$ cat src/rtl/rvmdu_pkg.sv
`timescale 1ns / 1ps
`default_nettype none
// ----------------------------------------------------------------------------
// rvmdu_pkg
// shared types and constants of the rv64 multiply / divide unit
// ----------------------------------------------------------------------------
package rvmdu_pkg;

    localparam int XLEN      = 64;
    localparam int HALF      = XLEN / 2;
    localparam int DIV_STEPS = XLEN;

    typedef enum logic [3:0] {
        OP_MUL    = 4'd0,
        OP_MULH   = 4'd1,
        OP_MULHSU = 4'd2,
        OP_MULHU  = 4'd3,
        OP_DIV    = 4'd4,
        OP_DIVU   = 4'd5,
        OP_REM    = 4'd6,
        OP_REMU   = 4'd7,
        OP_MULW   = 4'd8,
        OP_DIVW   = 4'd9,
        OP_DIVUW  = 4'd10,
        OP_REMW   = 4'd11,
        OP_REMUW  = 4'd12
    } op_t;

    // request context that travels with every item
    typedef struct packed {
        logic [3:0]      op;
        logic [XLEN-1:0] a;
        logic [XLEN-1:0] b;
        logic            is_word;
        logic            dz;
        logic            neg_q;
        logic            neg_r;
        logic [XLEN-1:0] mul_res;
    } ctl_t;

    // restoring divider state
    typedef struct packed {
        logic [XLEN-1:0] rem;
        logic [XLEN-1:0] quo;
        logic [XLEN-1:0] dsr;
    } div_t;

    // 32x32 partial products of the unsigned operands
    typedef struct packed {
        logic [XLEN-1:0] ll;
        logic [XLEN-1:0] lh;
        logic [XLEN-1:0] hl;
        logic [XLEN-1:0] hh;
    } pp_t;

    function automatic logic [XLEN-1:0] sx32(input logic [HALF-1:0] v);
        sx32 = {{HALF{v[HALF-1]}}, v};
    endfunction

endpackage
`default_nettype wire

$ cat src/rtl/rvmdu_div_step.sv
`timescale 1ns / 1ps
`default_nettype none
// ----------------------------------------------------------------------------
// rvmdu_div_step
// one registered restoring division step, one quotient bit
// ----------------------------------------------------------------------------
module rvmdu_div_step
    import rvmdu_pkg::*;
(
    input  wire logic clk,
    input  wire logic rst_n,
    input  wire logic en,
    input  wire logic in_valid,
    input  wire ctl_t in_ctl,
    input  wire div_t in_div,
    output logic      out_valid,
    output ctl_t      out_ctl,
    output div_t      out_div
);

    logic            valid_reg;
    ctl_t            ctl_reg;
    div_t            div_reg, div_next;
    logic [XLEN:0]   sh;
    logic [XLEN:0]   diff;

    always_comb
    begin
        sh   = {in_div.rem, in_div.quo[XLEN-1]};
        diff = sh - {1'b0, in_div.dsr};
        div_next.dsr = in_div.dsr;
        if (!diff[XLEN])
        begin
            div_next.rem = diff[XLEN-1:0];
            div_next.quo = {in_div.quo[XLEN-2:0], 1'b1};
        end
        else
        begin
            div_next.rem = sh[XLEN-1:0];
            div_next.quo = {in_div.quo[XLEN-2:0], 1'b0};
        end
    end

    always_ff @(posedge clk or negedge rst_n)
    begin
        if (!rst_n)
            valid_reg <= 1'b0;
        else if (en)
            valid_reg <= in_valid;
    end

    always_ff @(posedge clk)
    begin
        if (en)
        begin
            ctl_reg <= in_ctl;
            div_reg <= div_next;
        end
    end

    assign out_valid = valid_reg;
    assign out_ctl   = ctl_reg;
    assign out_div   = div_reg;

endmodule
`default_nettype wire

$ cat config.mk
export PLATFORM = sky130hd
export DESIGN_NAME = rvmdu_div_step
export DESIGN_NICKNAME = d
export VERILOG_FILES = /design/src/rtl/rvmdu_pkg.sv /design/src/rtl/rvmdu_div_step.sv
export SDC_FILE = /design/constraint.sdc
export NUM_CORES = 1
export LEC_CHECK = 0
export BUFFER_PORTS_ARGS = -buffer_cell sky130_fd_sc_hd__buf_2
export CORE_AREA = 2 2 309 311
export DETAILED_ROUTE_END_ITERATION = 16
export DIE_AREA = 0 0 311 313
export PLACE_DENSITY_LB_ADDON = 0.15
export SLEW_MARGIN = 10
export SYNTH_ARGS = -nofsm -noshare
export SYNTH_HDL_FRONTEND = slang
export SYNTH_SLANG_ARGS = --single-unit
$ cat constraint.sdc
create_clock -name clk -period 0.9 [get_ports clk]
set_clock_uncertainty 0.1 [all_clocks]
set_input_delay 0.09 -clock clk [delete_from_list [all_inputs] [get_ports clk]]
set_output_delay 0.09 -clock clk [all_outputs]
set_load 0.05 [all_outputs]
==> flow_summary.json <==
{
  "outcome": "finished with violations",
  "violations": "hold timing, setup timing",
  "crit_type": "input pin to register",
  "antenna_found_initial": 31,
  "drt_wl_total_um": 87700,
  "hpwl_um": 68600,
  "muxShareOfSynthArea": 0.0393,
  "die-width_um": 311,
  "synth-xor-area-share": 0.0278,
  "fin_crit_ns": 2.62,
  "tightestPinTransition_ns": 0.594,
  "gp_congestion": 0.919,
  "io_pins": 789,
  "clockBufferDepth": 3,
  "avgSynthCellArea_um2": 14.7,
  "cp_max_fo": 7,
  "hold_ws_ns": -0.418,
  "ys_ff_latch": 393,
  "netlist_area_mm2": 0.0170,
  "holdCritStartpoint": "in_div[0]",
  "root_buffer": "clkbuf_16",
  "synth_edf_count": 392,
  "synth_top_family_by_area": "compound AO/OA/AOI/OAI gates",
  "initial_core_util": 0.180,
  "drt_pass1_iterations": 4,
  "required_ns": 1.15,
  "netlist_instances": 1157,
  "ys_types": 76,
  "hold_viol": 65,
  "period_share": 2.91,
  "dr.first_iter.drc_count": 771,
  "drive_gt1_frac": 0.505,
  "grt_pass1_wl_um": 123000,
  "viasPerCell": 3.99,
  "startpoint_type": "input pin",
  "setup_viol": 464,
  "portBuffers": 788,
  "max_freq_mhz": 382,
  "dieHeight_um": 313,
  "synth-main-ff-cell": "edfxtp_1",
  "grt_max_degree": 29,
  "ir_drop_uv": 1330,
  "die_area_mm2": 0.0973,
  "yosys_warnings": 0,
  "maxSlewHeadroom": 0.594,
  "post-route-cell-area_mm2": 0.0350,
  "wire_per_inst_um": 21.8,
  "yosys.area_share.adder": 0.0483,
  "core_mm2": 0.0942,
  "powerDensity_mw_per_mm2": 1870,
  "postPlaceCellArea_mm2": 0.0261,
  "drv_cap": 0,
  "dpl_worst_slack_ns": -2.58,
  "startpoint": "in_div[33]",
  "r2r-start": "out_valid",
  "ant_nets": 0,
  "cp-end-kind": "register",
  "drc_errors": 0,
  "slew_violations": 0,
  "synth_compound_area_frac": 0.0924,
  "gr-usage-all-layers": 0.173,
  "cts_tree": "yes",
  "p_leak_nw": 15.1,
  "grt_pass1_vias": 17029,
  "grt-ovfl-total": 0,
  "syn_nets": 1618,
  "numClockSinks": 393,
  "rsz0062_at_grt": "yes",
  "numCtsBuffers": 51,
  "fin_nets": 3173,
  "vias": 16061,
  "synthArstFlopShare": 0.00254,
  "fin_util": 0.372,
  "yosys.area_share.simple": 0.0674,
  "seq_area_frac_synth": 0.694,
  "power_mw": 65.4,
  "fin_ws_ns": -1.72,
  "syn2layout_area_growth_pct": 106,
  "insertion_delay_ns": 0.60,
  "num_rows": 113,
  "cts.clk_slew.worst_paths_ns": 0.05,
  "cp.arrival_ns": 2.87,
  "hp-class": "input pin to register",
  "h-tree-depth": 2
}
## metrics by stage
stage | cells | TNS [ns]
CTS | 4009 | -440.70
finish | 4027 | -291.16
global placement | 3508 | -209.06
floorplan | 1157 | -132.99
global route | 4023 | -322.53
detailed placement | 3508 | -212.52
## path summary, 6_finish.rpt
path / endpoint / slack, ns / cells past startpoint
worst max-delay path: out_div[150] / -1.72 / 14
worst min-delay path: out_div[0] / -0.42 / 1
worst max register to register: out_valid / 0.03 / 1
worst min register to register: out_valid / 0.43 / 1
max in group asynchronous: out_valid / 0.38 / 3
min in group asynchronous: out_valid / 0.21 / 3
## where the power goes
part	internal, mW	switching [mW]	total [mW]	leakage [nW]
clock network	11.9	8.47	20.3	0.774
logic	9.81	12.0	21.8	10.4
registers	22.3	1.04	23.3	3.85
## per-layer routing
| layer | part of all wire | vias to the layer above | global-route usage |
|---|---|---|---|
| met5 | 0.0021 | - | 0 |
| met4 | 0.030 | 30 | 0.0529 |
| met3 | 0.071 | 131 | 0.0574 |
| met2 | 0.51 | 527 | 0.304 |
| met1 | 0.39 | 7840 | 0.199 |
| li1 | - | 7533 | - |
## placed cells by master, fill, tap and decap left out, types with 35 or more instances in the layout
cell type,Yosys,final
edfxtp_1,392,392
dlygate4sd3_1,0,388
buf_2,6,381
buf_6,3,355
buf_4,4,320
buf_12,0,78
inv_1,87,73
nand2_1,67,64
a21oi_1,78,64
clkbuf_16,0,54
mux2_4,1,50
nor2_1,46,44
ha_1,64,40
o21ai_0,41,35
## registers in the layout, indices dropped and copies added (netlist names)
signal	cells
out_ctl	200
out_div	192
out_valid	1
## logic make-up after synthesis
family / Yosys count
flops: 393
compound gates: 240
simple gates: 222
buf+inv: 123
fa+ha+maj: 65
mux: 60
xor+xnor: 54
## layout make-up
type / count / area [um^2]
Multi-Input combinational cell: 641 / 5550
Fill cell: 9214 / 59200
Timing Repair Buffer: 1536 / 14000
Sequential cell: 393 / 11800
Tap cell: 1265 / 1580
Clock buffer: 62 / 1320
Timing Repair inverter: 1 / 8.76
Antenna cell: 9 / 22.5
Inverter: 88 / 368
Clock inverter: 32 / 319
## worst max-delay path, cell delays in order
cell and delay (ns):
buf_2 0.11, inv_1 0.11, ha_4 0.22, a21o_1 0.19
a21o_1 0.21, a21oi_4 0.21, o221ai_2 0.15, o21ba_4 0.27
a211oi_2 0.09, or3_4 0.38, and3_4 0.23, inv_12 0.13
buf_12 0.16, mux2_4 0.31
## synth_stat cells, types with 8 or more instances
library cell | n | area (um^2)
edfxtp_1 | 392 | 11800
o21bai_1 | 13 | 97.6
nor2_1 | 46 | 173
a21o_1 | 32 | 240
nand2b_1 | 8 | 50.1
clkbuf_1 | 19 | 71.3
xor2_1 | 22 | 193
mux2_2 | 50 | 563
nand2_1 | 67 | 251
nand4_1 | 20 | 125
nand3_1 | 11 | 55.1
o21a_1 | 9 | 67.6
inv_1 | 87 | 327
mux2i_1 | 9 | 90.1
nor3_1 | 14 | 70.1
and3_1 | 10 | 62.6
ha_1 | 64 | 801
o21ai_0 | 41 | 205
a21oi_1 | 78 | 390
a31oi_1 | 10 | 62.6
xnor2_1 | 32 | 280
nor2b_1 | 13 | 81.3
## what timing repair did
item / in CTS / in global routing
hold endpoints to repair: 624 / 149
gates resized for setup: 836 / 43
gates cloned: 3 / 4
hold buffers: 384 / 5
setup endpoints to repair: 458 / 851
pin swaps: 29 / 19
buffers inserted: 21 / 3
(Power assumes the default switching activity.)
