### config.mk
export PLATFORM = sky130hd
export DESIGN_NAME = rvmdu_mul
export DESIGN_NICKNAME = d
export VERILOG_FILES = /design/src/rtl/rvmdu_pkg.sv /design/src/rtl/rvmdu_mul.sv
export SDC_FILE = /design/constraint.sdc
export NUM_CORES = 1
export LEC_CHECK = 0
export BUFFER_PORTS_ARGS = -buffer_cell sky130_fd_sc_hd__buf_4
export CORE_AREA = 2 2 409 411
export CTS_BUF_LIST = sky130_fd_sc_hd__clkbuf_8
export DETAILED_ROUTE_END_ITERATION = 8
export DIE_AREA = 0 0 411 413
export PLACE_DENSITY = 0.41
export SLEW_MARGIN = 5
export SYNTH_ARGS = -nofsm -noshare
export SYNTH_HDL_FRONTEND = slang
export SYNTH_SLANG_ARGS = --single-unit
### constraint.sdc
create_clock -name clk -period 10.8 [get_ports clk]
set_input_delay 1.08 -clock clk [delete_from_list [all_inputs] [get_ports clk]]
set_output_delay 1.08 -clock clk [all_outputs]
set_load 0.01 [all_outputs]
### src/rtl/rvmdu_pkg.sv
`timescale 1ns / 1ps
`default_nettype none
// ----------------------------------------------------------------------------
// rvmdu_pkg
// shared types and constants of the rv64 multiply / divide unit
// ----------------------------------------------------------------------------
package rvmdu_pkg;

    localparam int XLEN      = 64;
    localparam int HALF      = XLEN / 2;
    localparam int DIV_STEPS = XLEN;

    typedef enum logic [3:0] {
        OP_MUL    = 4'd0,
        OP_MULH   = 4'd1,
        OP_MULHSU = 4'd2,
        OP_MULHU  = 4'd3,
        OP_DIV    = 4'd4,
        OP_DIVU   = 4'd5,
        OP_REM    = 4'd6,
        OP_REMU   = 4'd7,
        OP_MULW   = 4'd8,
        OP_DIVW   = 4'd9,
        OP_DIVUW  = 4'd10,
        OP_REMW   = 4'd11,
        OP_REMUW  = 4'd12
    } op_t;

    // request context that travels with every item
    typedef struct packed {
        logic [3:0]      op;
        logic [XLEN-1:0] a;
        logic [XLEN-1:0] b;
        logic            is_word;
        logic            dz;
        logic            neg_q;
        logic            neg_r;
        logic [XLEN-1:0] mul_res;
    } ctl_t;

    // restoring divider state
    typedef struct packed {
        logic [XLEN-1:0] rem;
        logic [XLEN-1:0] quo;
        logic [XLEN-1:0] dsr;
    } div_t;

    // 32x32 partial products of the unsigned operands
    typedef struct packed {
        logic [XLEN-1:0] ll;
        logic [XLEN-1:0] lh;
        logic [XLEN-1:0] hl;
        logic [XLEN-1:0] hh;
    } pp_t;

    function automatic logic [XLEN-1:0] sx32(input logic [HALF-1:0] v);
        sx32 = {{HALF{v[HALF-1]}}, v};
    endfunction

endpackage
`default_nettype wire

### src/rtl/rvmdu_mul.sv
`timescale 1ns / 1ps
`default_nettype none
// ----------------------------------------------------------------------------
// rvmdu_mul
// two stages: product sum, then signed high-half correction and select
// ----------------------------------------------------------------------------
module rvmdu_mul
    import rvmdu_pkg::*;
(
    input  wire logic clk,
    input  wire logic rst_n,
    input  wire logic en,
    input  wire logic in_valid,
    input  wire ctl_t in_ctl,
    input  wire div_t in_div,
    input  wire pp_t  in_pp,
    output logic      out_valid,
    output ctl_t      out_ctl,
    output div_t      out_div
);

    logic              v1_reg;
    ctl_t              ctl1_reg;
    div_t              div1_reg;
    logic [2*XLEN-1:0] prod_reg, prod_next;

    logic              v2_reg;
    ctl_t              ctl2_reg, ctl2_next;
    div_t              div2_reg;
    logic [XLEN-1:0]   hu;
    logic [XLEN-1:0]   hsu;
    logic [XLEN-1:0]   hs;

    assign prod_next = {in_pp.hh, in_pp.ll}
                     + {{HALF{1'b0}}, in_pp.lh, {HALF{1'b0}}}
                     + {{HALF{1'b0}}, in_pp.hl, {HALF{1'b0}}};

    always_comb
    begin
        hu  = prod_reg[2*XLEN-1:XLEN];
        hsu = hu - (ctl1_reg.a[XLEN-1] ? ctl1_reg.b : '0);
        hs  = hsu - (ctl1_reg.b[XLEN-1] ? ctl1_reg.a : '0);
        ctl2_next = ctl1_reg;
        case (ctl1_reg.op)
            OP_MUL:    ctl2_next.mul_res = prod_reg[XLEN-1:0];
            OP_MULH:   ctl2_next.mul_res = hs;
            OP_MULHSU: ctl2_next.mul_res = hsu;
            OP_MULHU:  ctl2_next.mul_res = hu;
            OP_MULW:   ctl2_next.mul_res = sx32(prod_reg[HALF-1:0]);
            default:   ctl2_next.mul_res = '0;
        endcase
    end

    always_ff @(posedge clk or negedge rst_n)
    begin
        if (!rst_n)
        begin
            v1_reg <= 1'b0;
            v2_reg <= 1'b0;
        end
        else if (en)
        begin
            v1_reg <= in_valid;
            v2_reg <= v1_reg;
        end
    end

    always_ff @(posedge clk)
    begin
        if (en)
        begin
            ctl1_reg <= in_ctl;
            div1_reg <= in_div;
            prod_reg <= prod_next;
            ctl2_reg <= ctl2_next;
            div2_reg <= div1_reg;
        end
    end

    assign out_valid = v2_reg;
    assign out_ctl   = ctl2_reg;
    assign out_div   = div2_reg;

endmodule
`default_nettype wire

==> results.md <==
- Clk root buf: clkbuf_8
- Seq cells post-synth: 850
- Post-Syn Area: 0.0403 sq mm
- Sequential share of the synthesized area: 63.3%
- Antenna viol nets, final: 0
- Routed vias: 29.5k
- Die width: 411 um
- PD cells: 214 mW/mm^2
- Dominant cell type by area after synthesis: edfxtp_1
- Synth async-reset ratio: 0.235%
- Syn_nets: 3873
- Min Tclk post-route: 7.67 ns
- Initial DRC count: 2230
- Vias in the first global route: 29.3k
- Worst min path class: in -> reg
- Mapped Cells: 2964
- Initial core utilization: 24.3%
- Top-Level Pins: 1045
- DRT Pass-1 Iters: 8
- DRC: 0
- Reg clk slew, reported paths: 0.06 ns
- CP startpoint: ctl1_reg[195]
- Buffer levels on the longest clock path: 3
- Sink Count: 850
- Crit Path Class: reg -> reg
- Post-synth EDFFs: 848
- RD Place Congestion: 0.904
- Least-Margin Pin Slew: 1.16 ns
- Fraction of layout cells with a size suffix above 1: 30.1%
- Avg WL per Cell: 26.5 um
- Crit start category: flop
- Place WS: 3.14 ns
- Worst R2R Setup Slack: 3.13 ns
- CTS Buf Count: 159
- Row count: 150
- Synth cell types: 80
- Maximum VDD drop: 0.000135 V
- H-tree depth: 4
- Synth area leaders: edfxtp_1 63%, ha_1 5.9%, fa_1 3.3%
- Fill count: 16.9k
- Hold Buf Count CTS: 1
- Final worst-path setup slack: 3.13 ns
- GRT Util Overall: 19.0%
- Fmax achieved: 130 MHz
- Area after DPL: 0.0502 sq mm
- Pin count of the biggest net entering global routing: 159
- Setup violations, final: 0
- Post-CTS Setup Inserts: 0
- Crit path DAT: 8.37 ns
- Slew Viols, Final: 0
- Mean Syn Cell Area: 13.6 sq um
- Total die area: 0.170 sq mm
- Status: finished clean
- Gr ovfl total: 0
- RR Startpoint: ctl1_reg[195]
- Slew headroom: 22.1%
- Clock skew: 0.0683 ns
- Max reg flops: 200
- Final instance area: 0.0532 sq mm
- Most common cell after layout, fill and taps aside: buf_4
- HP Start: in_pp[217]
- Worst EP required: 11.49 ns
- Area grow syn2layout: 32.1%
- Die Ht: 413 um
- Worst-path maximum fanout: 19
- Setup crit end kind: flop
- Total wire length: 168000 um
- Post-CTS resize count: 0
- Clock Latency Late Sink: 0.95 ns
- Synth Flop Type: edfxtp_1
- Initial antenna violation count: 27
- Final Cycle Share: 71.0%
- Most frequent cells in the layout: 1003 x buf_4, 848 x edfxtp_1, 288 x nand2_1, 223 x a21oi_1, 190 x ha_1
- CTS tree: yes
- Global-route wire length before repair: 227000 um
- Final net count: 4928
- Detail Placement HPWL: 136000 um
- Ys Warns: 0
- Port buffer count: 980
- Max Cap Viol: 0
- Static Leak: 21.1 nW
- Setup TNS: 0 ns
- Core area: 0.166 sq mm
- Final hold violation count: 0
- Synth top area share: 63.2%
- Vias per cell: 4.64
- Unrepaired setup endpoints after global routing: no
==> layer usage <==
metal / global-route usage [%] / routed length (um) / up-vias
met4: 5.30 / 3510 / 20
met5: 0 / 132 / -
li1: - / - / 13600
met3: 5.44 / 12500 / 195
met2: 32.1 / 82000 / 1137
met1: 23.7 / 70300 / 14600
==> final timing paths <==
check | endpoint | cells after the start
min reg2reg | out_div[30] | 0
max | out_ctl[61] | 25
min | prod_reg[25] | 1
max in group asynchronous | v1_reg | 2
min in group asynchronous | out_valid | 2
max reg2reg | out_ctl[61] | 25
==> worst max-delay path, cell delays in order, from the launching register on <==
cell       delay [ns]
edfxtp_1         0.82
and2_1           0.23
ha_1             0.18
fa_1             0.23
nor2b_1          0.07
o31a_1           0.31
o21a_1           0.20
o21a_1           0.20
a41oi_1          0.42
nor2_1           0.13
o21a_1           0.21
o21ai_0          0.18
nand2b_1         0.09
xor2_1           0.17
ha_1             0.42
nand4_1          0.14
nor3_1           0.64
o2111ai_1        0.45
nand3_1          0.40
o21ai_1          0.24
a21oi_1          0.35
o41a_1           0.33
a21oi_1          0.18
o21ai_0          0.44
mux2i_1          0.17
a211o_1          0.28
==> stage by stage <==
step | utilization (%) | hold slack (ns) | std cells | total power [mW]
2_1_floorplan | - | 0.400 | 2964 | 6.79
3_3_place_gp | 30.3 | 0.400 | 6061 | 8.45
3_5_place_dp | 30.3 | 0.405 | 6061 | 8.44
4_1_cts | 32.1 | 0.189 | 6348 | 11.5
5_1_grt | 32.1 | 0.219 | 6355 | 12.0
6_report | 32.1 | 0.300 | 6359 | 11.4
==> synth_stat cells (10+ instances only) <==
| library cell | instances |
|---|---|
| a211o_1 | 12 |
| a211oi_1 | 23 |
| a221oi_1 | 12 |
| and2_1 | 14 |
| nand2_1 | 288 |
| o21ai_1 | 13 |
| o31ai_1 | 13 |
| inv_1 | 60 |
| nor3_1 | 26 |
| nand4_1 | 54 |
| a222oi_1 | 28 |
| xor2_1 | 79 |
| nor2_1 | 123 |
| o21a_1 | 24 |
| a31oi_1 | 22 |
| o21ai_0 | 143 |
| a221o_1 | 42 |
| fa_1 | 67 |
| and3_1 | 29 |
| a21boi_0 | 10 |
| nand2b_1 | 18 |
| clkbuf_1 | 102 |
| a21o_1 | 99 |
| nand3_1 | 55 |
| ha_1 | 190 |
| xnor2_1 | 124 |
| o21bai_1 | 34 |
| or3_1 | 10 |
| nor2b_1 | 28 |
| nor4_1 | 14 |
| a21oi_1 | 223 |
| edfxtp_1 | 848 |
==> cell families after synthesis <==
kind of cell	synth area share, %
compound gates	13.0
simple gates	8.24
xor+xnor	4.41
buf+inv	1.65
flops	63.3
mux	0.130
fa+ha+maj	9.23
==> where the power goes <==
part	switching, mW	internal [mW]
Combinational	2.51	1.60
Clock	1.48	1.50
Sequential	0.240	4.05
==> final cells by class <==
cell class	count	area [sq um]	share of cell area, %
sequential	850	25500	47.9
multi-input combinational	1941	14100	26.6
timing repair buffer	1007	7590	14.3
tap	2204	2760	5.18
clock buffer	161	2220	4.16
clock inverter	125	737	1.38
inverter	60	225	0.423
antenna	11	27.5	0.0517
Power figures use the tool's default switching activity.
